**src/rtl/bvie_ram.sv**
```systemverilog
// ----------------------------------------------------------------------------
// Generic single port pair RAM
// One write port and one read port with registered read data.
// ----------------------------------------------------------------------------
module bvie_ram #(
    parameter int WIDTH = 8,
    parameter int DEPTH = 256,
    localparam int AW = $clog2(DEPTH)
) (
    input  logic             i_clk,
    input  logic             i_we,
    input  logic [AW-1:0]    i_waddr,
    input  logic [WIDTH-1:0] i_wdata,
    input  logic [AW-1:0]    i_raddr,
    output logic [WIDTH-1:0] o_rdata
);

    logic [WIDTH-1:0] r_mem [DEPTH];
    logic [WIDTH-1:0] r_rdata;

    always_ff @(posedge i_clk) begin
        if (i_we) begin
            r_mem[i_waddr] <= i_wdata;
        end
        r_rdata <= r_mem[i_raddr];
    end

    assign o_rdata = r_rdata;

endmodule

```
**config.mk**
```make
export PLATFORM = sky130hd
export DESIGN_NAME = bvie_ram
export DESIGN_NICKNAME = d
export VERILOG_FILES = /design/src/rtl/bvie_ram.sv
export SDC_FILE = /design/constraint.sdc
export NUM_CORES = 2
export LEC_CHECK = 0
export BUFFER_PORTS_ARGS = -buffer_cell sky130_fd_sc_hd__buf_2
export CAP_MARGIN = 20
export CORE_ASPECT_RATIO = 0.5
export CORE_MARGIN = 2
export CORE_UTILIZATION = 63
export DETAILED_ROUTE_END_ITERATION = 6
export PLACE_DENSITY = 0.79
export SYNTH_ARGS = -nofsm -noshare
export SYNTH_HDL_FRONTEND = slang
export SYNTH_SLANG_ARGS = --single-unit
```
**constraint.sdc**
```tcl
create_clock -name i_clk -period 3.08 [get_ports i_clk]
set_input_delay 0.308 -clock i_clk [delete_from_list [all_inputs] [get_ports i_clk]]
set_output_delay 0.308 -clock i_clk [all_outputs]
set_load 0.01 [all_outputs]
```
==> flow_summary.json <==
{
  "synthTopCellsByArea": "edfxtp_1 77%, mux4_2 13%, mux2i_1 1.7%",
  "cts.sinks": 2056,
  "multi_input_area_sq_mm": 0.0165,
  "syn_area_sq_mm": 0.0796,
  "fillers": 6631,
  "worst_setup_path_end_kind": "register",
  "num_vias": 42600,
  "max_cap_viol_count": 0,
  "power.total_w": 0.0556,
  "yosysWarnings": 0,
  "die_h_um": 255,
  "syn_nets": 3759,
  "grt_pass1_vias": 41700,
  "die_w_um": 507,
  "tightest_slew_ns": 1.05,
  "crit_buf_inv": 0,
  "grt_pass1_wl_mm": 294,
  "routabilityCongestion": 0.887,
  "relSlewSlack_pct": 29.2,
  "crit_path_top_delay_cell": "nor3_1",
  "power_density_mw_per_mm2": 619,
  "hold_violations": 0,
  "path_cells": "mux4_2 -> mux4_2 -> nor2_1 -> a2111oi_2 -> nor3_1 -> nor4_1",
  "die-area_sq_mm": 0.129,
  "avgSynthCellArea_sq_um": 21.3,
  "cpPeakStageDelay_ns": 0.80,
  "synthArstFlopShare_pct": 0,
  "grtUsageMet2_pct": 49.1,
  "vdd_drop_max_uv": 448,
  "io_buffers": 33,
  "cts_max_path_buffers": 3,
  "row_count": 92,
  "drive_above_1_share_pct": 27.4,
  "synth_area_leader_cell": "edfxtp_1",
  "crit_family": "simple AND/OR/NAND/NOR gates",
  "clk_latency_ns": 0.81,
  "antenna_found_initial": 10,
  "tns_ns": 0,
  "rsz0062_at_grt": "false",
  "first_iter_violations": 7186,
  "cts_tree": "done",
  "fin_area_sq_mm": 0.0898,
  "skew_ns": 0.0349,
  "status": "completed",
  "cp.arrival_ns": 3.46,
  "finalNonFillerCells": 5967,
  "whs_ns": 0.0352,
  "period_needed_ns": 2.81,
  "grt_use_met3_pct": 8.91,
  "wirelength_mm": 206,
  "cp.required_ns": 3.73,
  "synth_ff_type": "edfxtp_1",
  "setup_viol": 0,
  "drc_errors": 0,
  "met1_usage_pct": 44.2,
  "track_usage_pct": 32.1,
  "placed_cells": 5657,
  "synth.distinct_cells": 55,
  "drt_pass1_iterations": 6,
  "dpl.hpwl_mm": 120,
  "synth_top_area_share_pct": 77.3,
  "cp_max_fo": 1,
  "synthCells": 3733,
  "p_leak_nw": 28.5,
  "placed_area_sq_mm": 0.0844,
  "synth-seq-cells": 2056,
  "register_area_sq_mm": 0.0617,
  "path_clk_slew_ns": 0.07,
  "grt_start_max_net_pins": 122,
  "gr-total-overflow": 0,
  "coreArea_sq_mm": 0.126,
  "cpMostUsedCell": "mux4_2",
  "fin_crit_sh_pct": 91.3,
  "fmax_mhz": 356,
  "routedWlPerCell_um": 34.6,
  "drtAntennaViolNets": 0,
  "io_pins": 34,
  "grt-busiest-layer": "met2",
  "area_delta_synth_final_pct": 12.9,
  "cts-resized-gates": 0,
  "cts-root-buf": "clkbuf_16",
  "min_path_type": "input pin to register",
  "synth_edf_count": 2048,
  "htree_levels": 4,
  "slew_violations": 0,
  "worstSetupPathType": "register to register",
  "critPathLaunchType": "register",
  "cts_made_buffers": 167,
  "start_util_pct": 63.3,
  "routed_via_density": 7.14,
  "ys_seq_area_share_pct": 77.5,
  "cts_setup_buffers": 0,
  "nNetsFinal": 4161
}
## state kept, by name, summed over array words and instances, names as in the netlist
name,count
r_mem,2048
o_rdata,8
## area by class of cell
class / count / area share [%]
antenna: 9 / 0.0251
clock buffer: 203 / 4.90
clock inverter: 97 / 1.14
inverter: 2 / 0.00836
multi-input combinational: 1442 / 18.3
sequential: 2056 / 68.6
tap: 1692 / 2.36
timing repair buffer: 466 / 4.59
## layer usage
layer / share of wire, % / vias up
met4: 4.6 / 8
li1: - / 16500
met1: 35 / 21800
met5: 0.024 / -
met3: 14 / 585
met2: 47 / 3736
## final timing paths
check / startpoint / end / slack, ns / cells after the start
setup reg to reg: r_mem[143][7] / o_rdata[7] / 0.27 / 6
hold / removal: i_wdata[4] / r_mem[240][4] / 0.04 / 1
hold reg to reg: r_mem[51][2] / o_rdata[2] / 1.15 / 6
setup / recovery: r_mem[143][7] / o_rdata[7] / 0.27 / 6
## power by group
group	internal, W	switching, W
Sequential	0.0308	0.0000470
Combinational	0.00109	0.00194
Clock	0.0117	0.0100
## what timing repair did
| action | 4_1_cts | 5_1_grt |
|---|---|---|
| setup endpoints to repair | 0 | 0 |
| hold buffers | 1 | 0 |
| hold endpoints to repair | 27 | 0 |
## cell usage after synthesis (5+ instances only)
cell	instances
a21oi_1	96
buf_6	21
nand2b_1	8
buf_4	27
nor2b_1	31
edfxtp_1	2048
buf_2	31
o22ai_1	28
nor4_1	24
nor2_1	282
o22a_1	5
o21ai_0	10
nand3_1	34
buf_12	8
a221oi_1	13
nand2_1	33
mux4_2	454
mux2i_1	134
o221ai_1	46
buf_8	13
a211oi_1	16
nand4_1	10
nor3_1	22
dfxtp_1	8
a22o_1	8
clkbuf_1	111
o211ai_1	10
and2_1	6
a22oi_1	133
buf_1	22
## cells in the final DEF (no fill, tap or decap), types with 3 or more instances in the layout
cell,n
o211ai_1,10
o22a_1,5
o21ai_0,10
or2_2,4
diode_2,9
clkinv_2,25
inv_6,3
mux2i_1,134
bufinv_16,17
nor3_1,22
nor4_1,22
clkinv_1,41
buf_12,49
nor2_1,279
a221oi_1,13
dfxtp_1,8
a21oi_1,96
a22oi_1,133
nand3_1,34
a22o_1,8
o221ai_1,46
o22ai_1,28
nor4_2,5
nand4_1,10
a211oi_1,16
clkinv_8,4
clkbuf_16,171
and2_1,6
buf_4,383
nor2b_1,28
nand2b_1,8
buf_2,23
inv_16,3
edfxtp_1,2048
nand2_1,33
mux4_2,454
clkbuf_8,8
clkbuf_1,32
o32ai_1,4
## logic make-up after synthesis
group | synth area share, %
AOI/OAI and AO/OA | 3.42
buffers and inverters | 1.83
DFF | 77.5
muxes | 14.6
and+or+nand+nor | 2.63
## metrics by stage
| step | utilization (%) | setup WS [ns] |
|---|---|---|
| after CTS | 71.5 | 0.407 |
| after global placement | 67.2 | -0.599 |
| after floorplan | - | 0.834 |
| after detailed placement | 67.2 | -0.214 |
| final | 71.5 | 0.268 |
| after global routing | 71.5 | 0.277 |
(Power assumes the default switching activity.)
