<file path="src/rtl/bvie_pkg.sv">
// ----------------------------------------------------------------------------
// Byte variable instruction executor package
// Operation codes, status codes and the request and response types of the
// shared arithmetic unit.
// ----------------------------------------------------------------------------
package bvie_pkg;

    typedef enum logic [4:0] {
        OP_ASSIGN  = 5'd0,
        OP_MOVE    = 5'd1,
        OP_ADD     = 5'd2,
        OP_SUB     = 5'd3,
        OP_MUL     = 5'd4,
        OP_DIV     = 5'd5,
        OP_INCR    = 5'd6,
        OP_DECR    = 5'd7,
        OP_INV     = 5'd8,
        OP_TOB     = 5'd9,
        OP_CMP     = 5'd10,
        OP_HIGH    = 5'd11,
        OP_LOW     = 5'd12,
        OP_LABEL   = 5'd13,
        OP_JUMP    = 5'd14,
        OP_CMPJUMP = 5'd15,
        OP_RET     = 5'd16,
        OP_DEBUG   = 5'd17,
        OP_ERROR   = 5'd18,
        OP_SINT    = 5'd19,
        OP_INT     = 5'd20,
        OP_EXIT    = 5'd21,
        OP_INVALID = 5'd22
    } t_opcode;

    localparam logic [1:0] ST_CONTINUE   = 2'd0;
    localparam logic [1:0] ST_EXIT       = 2'd1;
    localparam logic [1:0] ST_INVALID    = 2'd2;
    localparam logic [1:0] ST_USER_ERROR = 2'd3;

    localparam logic [7:0] INVALID_CODE = 8'hB1;

    typedef struct packed {
        logic       start;
        logic [4:0] op;
        logic [7:0] x;
        logic [7:0] y;
    } t_alu_req;

    typedef struct packed {
        logic       done;
        logic [7:0] result;
    } t_alu_rsp;

endpackage

</file>
<file path="src/rtl/bvie_alu.sv">
// ----------------------------------------------------------------------------
// Shared byte arithmetic unit
// Add, subtract, multiply, compare and unary updates finish in the cycle after
// start; division runs a restoring shift-subtract loop, one bit per cycle.
// ----------------------------------------------------------------------------
module bvie_alu (
    input  logic               i_clk,
    input  logic               i_rst_n,
    input  bvie_pkg::t_alu_req i_req,
    output bvie_pkg::t_alu_rsp o_rsp
);

    logic       r_busy, n_busy;
    logic       r_done, n_done;
    logic [2:0] r_cnt, n_cnt;
    logic [7:0] r_rem, n_rem;
    logic [7:0] r_quo, n_quo;
    logic [7:0] r_dvs, n_dvs;
    logic [7:0] r_result, n_result;
    logic [8:0] rem_sh;
    logic [8:0] rem_sub;
    logic [15:0] product;

    always_comb begin
        product  = {8'd0, i_req.x} * {8'd0, i_req.y};
        rem_sh   = {r_rem, r_quo[7]};
        rem_sub  = rem_sh - {1'b0, r_dvs};
        n_busy   = r_busy;
        n_done   = 1'b0;
        n_cnt    = r_cnt;
        n_rem    = r_rem;
        n_quo    = r_quo;
        n_dvs    = r_dvs;
        n_result = r_result;
        if (r_busy) begin
            // A clear sign bit means the shifted remainder covered the divisor.
            if (!rem_sub[8]) begin
                n_rem = rem_sub[7:0];
                n_quo = {r_quo[6:0], 1'b1};
            end else begin
                n_rem = rem_sh[7:0];
                n_quo = {r_quo[6:0], 1'b0};
            end
            n_cnt = r_cnt + 3'd1;
            if (r_cnt == 3'd7) begin
                n_busy   = 1'b0;
                n_done   = 1'b1;
                n_result = n_quo;
            end
        end else if (i_req.start) begin
            n_done = 1'b1;
            case (i_req.op)
                bvie_pkg::OP_ADD:  n_result = i_req.x + i_req.y;
                bvie_pkg::OP_SUB:  n_result = i_req.x - i_req.y;
                bvie_pkg::OP_MUL:  n_result = product[7:0];
                bvie_pkg::OP_INCR: n_result = i_req.x + 8'd1;
                bvie_pkg::OP_DECR: n_result = i_req.x - 8'd1;
                bvie_pkg::OP_INV:  n_result = {7'd0, i_req.x == 8'd0};
                bvie_pkg::OP_TOB:  n_result = {7'd0, i_req.x != 8'd0};
                bvie_pkg::OP_CMP:  n_result = {7'd0, i_req.x == i_req.y};
                bvie_pkg::OP_HIGH: n_result = {7'd0, i_req.x > i_req.y};
                bvie_pkg::OP_LOW:  n_result = {7'd0, i_req.x < i_req.y};
                bvie_pkg::OP_DIV: begin
                    if (i_req.y == 8'd0) begin
                        n_result = 8'hFF;
                    end else begin
                        n_done = 1'b0;
                        n_busy = 1'b1;
                        n_cnt  = 3'd0;
                        n_rem  = 8'd0;
                        n_quo  = i_req.x;
                        n_dvs  = i_req.y;
                    end
                end
                default: n_result = 8'd0;
            endcase
        end
    end

    always_ff @(posedge i_clk) begin
        if (!i_rst_n) begin
            r_busy <= 1'b0;
            r_done <= 1'b0;
        end else begin
            r_busy <= n_busy;
            r_done <= n_done;
        end
        r_cnt    <= n_cnt;
        r_rem    <= n_rem;
        r_quo    <= n_quo;
        r_dvs    <= n_dvs;
        r_result <= n_result;
    end

    assign o_rsp.done   = r_done;
    assign o_rsp.result = r_result;

endmodule
</file>
<file path="config.mk">
export PLATFORM = sky130hd
export DESIGN_NAME = bvie_alu
export DESIGN_NICKNAME = d
export VERILOG_FILES = /design/src/rtl/bvie_pkg.sv /design/src/rtl/bvie_alu.sv
export SDC_FILE = /design/constraint.sdc
export NUM_CORES = 1
export LEC_CHECK = 0
export ABC_CLOCK_PERIOD_IN_PS = 4820
export BUFFER_PORTS_ARGS = -buffer_cell sky130_fd_sc_hd__buf_2
export CAP_MARGIN = 20
export CORE_ASPECT_RATIO = 0.75
export CORE_MARGIN = 3
export CORE_UTILIZATION = 60
export CTS_BUF_LIST = sky130_fd_sc_hd__clkbuf_4 sky130_fd_sc_hd__clkbuf_8
export DETAILED_ROUTE_END_ITERATION = 10
export PLACE_DENSITY = 0.88
export SLEW_MARGIN = 5
export SYNTH_ARGS = -nofsm -noshare
export SYNTH_HDL_FRONTEND = slang
export SYNTH_SLANG_ARGS = --single-unit
export TNS_END_PERCENT = 20
</file>
<file path="constraint.sdc">
create_clock -name i_clk -period 4.82 [get_ports i_clk]
set_clock_uncertainty 0.2 [all_clocks]
set_input_delay 0.964 -clock i_clk [delete_from_list [all_inputs] [get_ports i_clk]]
set_output_delay 0.964 -clock i_clk [all_outputs]
set_load 0.01 [all_outputs]
</file>
==> qor.yml, run 1 <==
slew_headroom_pct: 32.4
dieArea_mm2: 0.00738
synth_edf_count: 35
synthesis.area_mm2: 0.00382
grt_use_total_pct: 27.4
grt_start_max_net_pins: 35
path_buf_inv: 4
slowest_stage: "fa_1"
fin_crit_ps: 4500
synth.distinct_cells: 54
gp_congestion: 1.00
htreeDepth: 2
ctsHoldBuffers: 0
fin_nets: 558
cts_tree: "done"
fillers: 458
max_stage_delay_ps: 540
fmax_mhz: 222
via_per_inst: 5.91
post_cts_resized: 0
drtIter0Drc: 317
hold_viol_final: 0
cp.required_ps: 4640
ys_async_sr_fraction_pct: 0
path_cells: "buf_2 -> nand2_1 -> fa_1 -> fa_1 -> inv_1 -> fa_1 -> inv_1 -> fa_1 -> inv_1 -> ha_1 -> xnor2_1 -> a21oi_1 -> o21ai_0 -> a21oi_1 -> o21ai_1"
synth_seq_cells: 37
wl_per_cell_um: 17.5
clk_latency_ps: 290
grt_pass1_vias: 3225
dr.pass1.iters: 5
post-route-period-util_pct: 93.3
die_y_um: 75.1
layout_commonest_cell: "inv_1"
power_density_mw_per_mm2: 223
drv_slew: 0
antenna_cells: 0
num_rows: 24
hp-class: "reg2reg"
mostFrequentLayoutCells: "56 x inv_1, 46 x ha_1, 38 x nand2_1"
cp-start-kind: "primary input"
place_ws_ps: -4.96
path_class: "in2reg"
synthFlopType: "edfxtp_1"
final_cells: 552
ys_seq_area_share_pct: 28.5
setup_slack_ps: 321
synth_nets: 506
post_route_cells_drive_above_1_share_pct: 14.8
drv_cap: 0
status: "completed"
syn2layout_area_growth_pct: 11.9
io_buffers: 32
cts_setup_buffers: 0
dpl.cell_count: 542
critPathArrivalTime_ps: 4320
grt.overflow.total: 0
cp_max_fo: 4
synth.avg_cell_area_um2: 9.09
drt-total-wl_um: 9660
crit_path_start: "i_req[4]"
rsz0062_at_grt: "no"
clock_path_buffers: 2
clock_sinks: 37
grt_pass1_wl_um: 15800
p_leak_nw: 1.95
core_area_mm2: 0.00598
syn_inst: 421
die_w_um: 98.2
worst_hold_slack_ps: 367
worstMarginPinSlew_ps: 1010
reg2reg_from: "r_quo[7]"
drc: 0
via_count: 3265
io_pins: 33
final-setup-viol-count: 0
initial_core_util_pct: 64.0
hpwlAfterDp_um: 7790
cp_top_family: "adder cells"
cts.reportedPaths.clkPinSlew_ps: 70
cp_common_cell: "fa_1"
setup_tns_ps: 0
cts_buffers: 5
vdd_drop_max_mv: 0.272
hold_start: "r_quo[0]"
antenna_found_initial: 0
ant_nets: 0
critPathCaptureType: "flop"
clockRootBuffer: "clkbuf_8"
yosysWarnings: 0
## kinds of logic after synthesis
logic type      count (synthesis)  share of synthesized area, %
buf+inv                        65                          6.77
compound gates                 83                          13.9
fa+ha+maj                      61                          22.9
flops                          37                          28.5
mux                             7                          1.83
simple gates                  127                          16.7
xor+xnor                       41                          9.39
## power breakdown
group | switching (mW) | internal (mW) | total, mW
sequential | 0.00341 | 0.359 | 0.362
combinational | 0.215 | 0.165 | 0.381
clock | 0.110 | 0.0999 | 0.210
## synth_stat cells, types with 2 or more instances
library cell,count,share of area (%)
or3_1,3,0.49
fa_1,15,7.9
nor4_1,3,0.49
o21ai_1,8,1.0
xor2_1,9,2.1
edfxtp_1,35,27
nand3_1,5,0.65
xnor2_1,32,7.3
dfxtp_1,2,1.0
nor3_1,6,0.79
nand4_1,3,0.49
inv_1,56,5.5
buf_2,3,0.39
nor2_1,35,3.4
o211ai_1,2,0.39
a21o_1,5,0.98
a211oi_1,4,0.79
a21oi_1,21,2.7
nand2b_1,8,1.3
o21bai_1,2,0.39
o211a_1,2,0.52
and2_1,5,0.82
nand2_1,38,3.7
clkbuf_1,3,0.29
o22ai_1,2,0.33
mux2i_1,7,1.8
ha_1,46,15
o2111ai_1,2,0.46
nor2b_1,13,2.1
o311ai_1,2,0.46
o21ai_0,21,2.7
## layer usage
layer	up-vias	GRT usage, %	share of wire [%]
met4	0	6.52	2.9
met1	1511	36.7	43
met3	32	6.57	8.6
met2	170	45.9	46
li1	1552	-	-
met5	-	0	0
## sequential cells by signal (all words and copies together), names as in the netlist
register / count
r_dvs: 8
r_quo: 8
r_done: 1
r_cnt: 3
r_busy: 1
r_rem: 8
r_result: 8
## worst reg2reg max path, stage by stage, from the launching register on
cell,delay [ps]
edfxtp_1,350
inv_1,50
ha_1,230
fa_1,460
nor2b_4,140
o21ai_2,70
a21oi_2,180
o41ai_2,80
xnor2_1,330
buf_4,260
mux2i_1,270
nor2b_1,70
## path summary, 6_finish.rpt
kind         cells after the start     endpoint  slack (ps)
max                             15  r_result[6]         320
min                              2  r_result[1]         370
max reg2reg                     11     r_rem[3]        1880
min reg2reg                      2  r_result[1]         370
## per-stage QoR
step | area, um^2 | power [mW] | utilization [%]
global placement | 4180 | 0.730 | 70.0
CTS | 4270 | 0.946 | 71.4
global route | 4280 | 1.01 | 71.6
detailed placement | 4180 | 0.742 | 70.0
floorplan | 3820 | 0.635 | -
finish | 4280 | 0.953 | 71.6
## area by class of cell
class / count / area [um^2] / area share [%]
timing repair buffer: 53 / 315 / 7.37
tap: 78 / 97.6 / 2.28
inverter: 57 / 214 / 5.00
clock inverter: 3 / 17.5 / 0.409
sequential: 37 / 1090 / 25.5
multi-input combinational: 319 / 2470 / 57.8
clock buffer: 5 / 68.8 / 1.61
No activity file was read; power rests on OpenSTA's default activity.
==> run 2: changes to the inputs <==
--- a/config.mk
+++ b/config.mk
@@ -5,7 +5,7 @@
 export SDC_FILE = /design/constraint.sdc
 export NUM_CORES = 1
 export LEC_CHECK = 0
-export ABC_CLOCK_PERIOD_IN_PS = 4820
+export ABC_CLOCK_PERIOD_IN_PS = 5200
 export BUFFER_PORTS_ARGS = -buffer_cell sky130_fd_sc_hd__buf_2
 export CAP_MARGIN = 20
 export CORE_ASPECT_RATIO = 0.75
==> constraint.sdc (replaced) <==
create_clock -name i_clk -period 5.2 [get_ports i_clk]
set_clock_uncertainty 0.2 [all_clocks]
set_input_delay 1.04 -clock i_clk [delete_from_list [all_inputs] [get_ports i_clk]]
set_output_delay 1.04 -clock i_clk [all_outputs]
set_load 0.01 [all_outputs]
==> run 2 against run 1 <==
Combinational power down 8.7%. Worst setup slack better by 94 ps. Non-clock buffer count down 18. Design area down 3.1%. Count of clock-buffer cells in the layout unchanged. Die area unchanged. Sequential share of layout area up 0.82 points.
==> qor.yml, run 2 (synthesis gave the netlist of run 1 again) <==
htreeDepth: 2  # unchanged
cp_max_fo: 9  # +5
die_y_um: 75.1  # unchanged
final_core_utilization_pct: 69.4  # -2.2 points
vdd_drop_max_mv: 0.108  # -60%
clock_sinks: 37  # unchanged
cts_setup_buffers: 0  # unchanged
slew_headroom_pct: 32.7  # +0.22 points
syn2layout_area_growth_pct: 8.41
reg2reg_depth: 11  # unchanged
die_w_um: 98.2  # unchanged
rsz0062_at_grt: "no"
fin_crit_ps: 4790
r2r_slack_ps: 2230  # +350 ps
grt_pass1_vias: 3109  # -3.6%
worst_hold_slack_ps: 354  # -13.6 ps
hold_viol_final: 0  # unchanged
post_route_cells_drive_above_1_share_pct: 11.6  # -3.1 points
placed_area_mm2: 0.00405  # -3.1%
io_buffers: 32  # unchanged
via_per_inst: 5.98  # +1.1%
whs_path_depth: 2  # unchanged
post_cts_resized: 0  # unchanged
final_cells: 534  # -3.3%
hold_start: "r_quo[5]"
clock_path_buffers: 2  # unchanged
initial_core_util_pct: 64.0  # unchanged
drv_slew: 0  # unchanged
cts_buffers: 5  # unchanged
power_density_mw_per_mm2: 213  # -4.3%
layout_commonest_cell: "inv_1"
grt_pass1_wl_um: 14800  # -6.8%
post-route-period-util_pct: 92.0
io_pins: 33  # unchanged
p_leak_nw: 1.87  # -4.4%
fillers: 475  # +3.7%
drc: 0  # unchanged
min_to: "r_quo[6]"
grt.overflow.total: 0  # unchanged
mostFrequentLayoutCells: "56 x inv_1, 46 x ha_1, 38 x nand2_1"
gp_congestion: 0.972  # -3.3%
dieArea_mm2: 0.00738  # unchanged
hpwlAfterDp_um: 7250  # -7.0%
clk_latency_ps: 300  # about the same
hp-class: "reg2reg"
num_rows: 24  # unchanged
fin_nets: 540  # -3.2%
drv_cap: 0  # unchanged
core_area_mm2: 0.00598  # unchanged
grt_use_total_pct: 25.9  # -1.5 points
timing.rr.end: "r_rem[5]"
via_count: 3193  # -2.2%
clockRootBuffer: "clkbuf_8"
place_ws_ps: 131  # +136 ps
critPathCaptureType: "flop"
antenna_cells: 0  # unchanged
ant_nets: 0  # unchanged
final-setup-viol-count: 0  # unchanged
total_power_uw: 883  # -7.3%
dr.pass1.iters: 5  # unchanged
critPathArrivalTime_ps: 4570  # +250 ps
fmax_mhz: 209
wl_per_cell_um: 17.3  # -1.4%
setup_tns_ps: 0  # unchanged
drtIter0Drc: 292  # -7.9%
path_class: "in2reg"
cp-start-kind: "primary input"
drt-total-wl_um: 9210  # -4.7%
setup_slack_ps: 415  # +94.0 ps
ctsHoldBuffers: 0  # unchanged
cp.required_ps: 4980  # +340 ps
antenna_found_initial: 0  # unchanged
worstMarginPinSlew_ps: 994  # -17.7 ps
reg2reg_from: "r_quo[7]"
grt_start_max_net_pins: 35  # unchanged
cts.reportedPaths.clkPinSlew_ps: 80  # about the same
status: "completed"
cts_tree: "done"
dpl.cell_count: 525  # -3.1%
finalInstanceArea_mm2: 0.00415  # -3.1%
==> run 2: cell types whose count changed in the layout (fill, tap and decap cells not counted) <==
cell / change
clkinv_4: -1
buf_2: -1
buf_4: -17
clkinv_2: +1
clkinv_1: -1
clkinvlp_4: +1
==> run 2: per-layer routing <==
| layer | global-route usage (%) | up-vias | wire, um |
|---|---|---|---|
| met2 | 43.0 | 164 | 4190 |
| met1 | 34.1 | 1483 | 3920 |
| met4 | 9.39 | 0 | 273 |
| met3 | 5.65 | 29 | 827 |
| li1 | - | 1517 | - |
| met5 | 0 | - | 0 |
==> run 2: layout make-up <==
class                           instances  area [um^2]  area share, %
Clock buffer                            5         68.8           1.66
Clock inverter                          3         17.5          0.422
Inverter                               57          214           5.16
Multi-Input combinational cell        319         2470           59.7
Sequential cell                        37         1090           26.3
Tap cell                               78         97.6           2.35
Timing Repair Buffer                   35          183           4.41
==> run 2: worst max-delay path by stage <==
| stage | startpoint | end | slack [ps] | cells after the start |
|---|---|---|---|---|
| 2_1_floorplan | i_req[4] | r_result[7] | 630 | 14 |
| 3_3_place_gp | i_req[9] | r_result[7] | 290 | 15 |
| 3_5_place_dp | i_req[9] | r_result[7] | 130 | 15 |
| 4_1_cts | i_req[9] | r_result[7] | 450 | 15 |
| 5_1_grt | i_req[8] | r_result[7] | 270 | 16 |
| 6_report | i_req[9] | r_result[7] | 410 | 15 |
==> run 2: worst max-delay path: stages <==
cell and delay [ps]:
buf_2 200, nand2_1 120, fa_1 460, fa_1 550, inv_1 50, fa_1 490, inv_1 60, fa_1 530
inv_1 40, ha_1 310, a21oi_1 170, xnor2_1 150, xnor2_1 110, a21oi_1 180, a22oi_1 100
==> run 2: report_power, final <==
part	switching (mW)	total, mW	internal (mW)	leakage, nW
combinational	0.203	0.348	0.145	1.47
sequential	0.00315	0.336	0.333	0.349
clock	0.106	0.199	0.0925	0.0439
==> run 3: changes to the inputs <==
--- a/config.mk
+++ b/config.mk
@@ -9,11 +9,11 @@
 export BUFFER_PORTS_ARGS = -buffer_cell sky130_fd_sc_hd__buf_2
 export CAP_MARGIN = 20
 export CORE_ASPECT_RATIO = 0.75
-export CORE_MARGIN = 3
-export CORE_UTILIZATION = 60
+export CORE_MARGIN = 2
+export CORE_UTILIZATION = 64
 export CTS_BUF_LIST = sky130_fd_sc_hd__clkbuf_4 sky130_fd_sc_hd__clkbuf_8
 export DETAILED_ROUTE_END_ITERATION = 10
-export PLACE_DENSITY = 0.88
+export PLACE_DENSITY = 0.93
 export SLEW_MARGIN = 5
 export SYNTH_ARGS = -nofsm -noshare
 export SYNTH_HDL_FRONTEND = slang
==> run 3 against run 2 <==
Design area is 0.36% higher. Worst setup slack improved by 94 ps. Sequential power hardly changed. First-iteration DRC count rose by 27%. Sequential share of layout area decreased by 0.095 points. Clock power rose by 4%. Total power grew 1.3%. Combinational power rose by 1%. Non-clock buffer count increased by 2. Maximum frequency rose by 2.0%. Routed wire length up 0.77%.
==> qor.yml, run 3 (synthesis gave the netlist of run 1 again) <==
status: "completed"
clock_sinks: 37  # unchanged
initial_core_util_pct: 66.0  # +2.0 points
fin_nets: 542  # +0.37%
power_density_mw_per_mm2: 215  # +0.96%
die_y_um: 71.0  # -5.6%
clock_path_buffers: 2  # unchanged
post-route-period-util_pct: 90.2  # -1.8 points
htreeDepth: 2  # unchanged
vdd_drop_max_mv: 0.107  # -0.62%
layout_commonest_cell: "inv_1"
slew_headroom_pct: 37.4  # +4.8 points
post_cts_resized: 0  # unchanged
setup_slack_ps: 509  # +93.6 ps
drv_slew: 0  # unchanged
cts_tree: "done"
clockRootBuffer: "clkbuf_8"
dr.pass1.iters: 6  # +1
drc: 0  # unchanged
max_stage_delay_ps: 560  # about the same
place_ws_ps: 235  # +104 ps
io_buffers: 32  # unchanged
gr-usage-met3_pct: 4.37  # -1.3 points
reg2reg_depth: 11  # unchanged
post_route_cells_drive_above_1_share_pct: 12.0  # +0.39 points
ctsHoldBuffers: 0  # unchanged
grt_pass1_vias: 3205  # +3.1%
via_per_inst: 6.08  # +1.7%
grt_pass1_wl_um: 15500  # +5.3%
wl_per_cell_um: 17.3  # +0.39%
r2r_slack_ps: 2310  # +80 ps
cp_common_cell: "fa_1"
cp.required_ps: 5000  # +20 ps
fillers: 411  # -13%
finalInstanceArea_mm2: 0.00416  # +0.36%
critPathCaptureType: "flop"
cp_max_fo: 8  # -1
fin_crit_ps: 4690  # -93.6 ps
cp-start-kind: "primary input"
drt-total-wl_um: 9280  # +0.77%
antenna_cells: 0  # unchanged
hp-class: "reg2reg"
num_rows: 24  # unchanged
hpwlAfterDp_um: 7360  # +1.5%
whs_path_depth: 1  # -1
final_core_utilization_pct: 71.8  # +2.4 points
syn2layout_area_growth_pct: 8.80
p_leak_nw: 1.88  # +0.75%
mostFrequentLayoutCells: "56 x inv_1, 46 x ha_1, 38 x nand2_1"
cp_top_family: "adder cells"
grt.overflow.total: 0  # unchanged
cp.depth: 15  # unchanged
grt.busiest_layer: "met2"
final-setup-viol-count: 0  # unchanged
use_met2_pct: 47.0  # +4.0 points
ant_nets: 0  # unchanged
met1_usage_pct: 44.0  # +9.9 points
multi_input_area_mm2: 0.00247  # unchanged
slowest_stage: "fa_1"
cts_buffers: 5  # unchanged
dpl.cell_count: 527  # +0.38%
fmax_mhz: 213  # +2.0%
hold_viol_final: 0  # unchanged
placed_area_mm2: 0.00407  # +0.37%
critPathArrivalTime_ps: 4490  # -80 ps
drtIter0Drc: 371  # +27%
worstMarginPinSlew_ps: 924  # -70.3 ps
die_w_um: 93.3  # -5.0%
cts.reportedPaths.clkPinSlew_ps: 80  # about the same
dieArea_mm2: 0.00662  # -10%
grt_use_total_pct: 30.1  # +4.2 points
cts_setup_buffers: 0  # unchanged
path_buf_inv: 4  # unchanged
antenna_found_initial: 0  # unchanged
drv_cap: 0  # unchanged
gp_congestion: 0.997  # +2.6%
clk_latency_ps: 300  # about the same
path_class: "in2reg"
ff_latch_area_mm2: 0.00109  # unchanged
io_pins: 33  # unchanged
final_cells: 536  # +0.37%
via_count: 3258  # +2.0%
setup_tns_ps: 0  # unchanged
rsz0062_at_grt: "no"
grt_start_max_net_pins: 35  # unchanged
core_area_mm2: 0.00580  # -3.0%
path_cells: "buf_2 -> nand2_1 -> fa_1 -> fa_1 -> inv_1 -> fa_1 -> inv_1 -> fa_1 -> inv_1 -> ha_1 -> a21oi_1 -> xnor2_1 -> xnor2_1 -> a21oi_1 -> a22oi_1"
==> run 3: worst register-to-register path, cell delays in order, from the launching register on <==
cell and delay, ps:
edfxtp_1 370, inv_1 50, ha_1 220, fa_1 440, nor2b_4 140, o21ai_2 70
a21oi_2 180, o41ai_2 80, xnor2_1 340, buf_4 270, mux2i_1 220, nor2b_1 60
==> run 3: final timing paths <==
kind,startpoint,end
worst max-delay path,i_req[4],r_result[7]
worst min-delay path,r_cnt[0],r_cnt[0]
worst max register to register,r_quo[7],r_rem[5]
worst min register to register,r_cnt[0],r_cnt[0]
==> run 3: where the power goes <==
| part | total (mW) | switching, mW | internal (mW) |
|---|---|---|---|
| logic | 0.353 | 0.206 | 0.147 |
| clock network | 0.207 | 0.108 | 0.0983 |
| registers | 0.335 | 0.00227 | 0.333 |
==> run 3: area by class of cell <==
type | instances | share of cell area (%)
Clock buffer | 6 | 1.83
Clock inverter | 2 | 0.241
Inverter | 57 | 5.14
Multi-Input combinational cell | 319 | 59.5
Sequential cell | 37 | 26.2
Tap cell | 78 | 2.35
Timing Repair Buffer | 37 | 4.75
==> run 3: per-stage QoR <==
| stage | hold slack, ps | power, mW |
|---|---|---|
| finish | 365 | 0.895 |
| global route | 393 | 0.945 |
| CTS | 361 | 0.888 |
| detailed placement | 336 | 0.685 |
| global placement | 329 | 0.672 |
| floorplan | 312 | 0.588 |
==> run 3: layer usage <==
layer | vias to the layer above | part of all wire [%]
li1 | 1515 | -
met2 | 192 | 43
met5 | - | 0
met3 | 22 | 10
met4 | 0 | 1.7
met1 | 1529 | 44
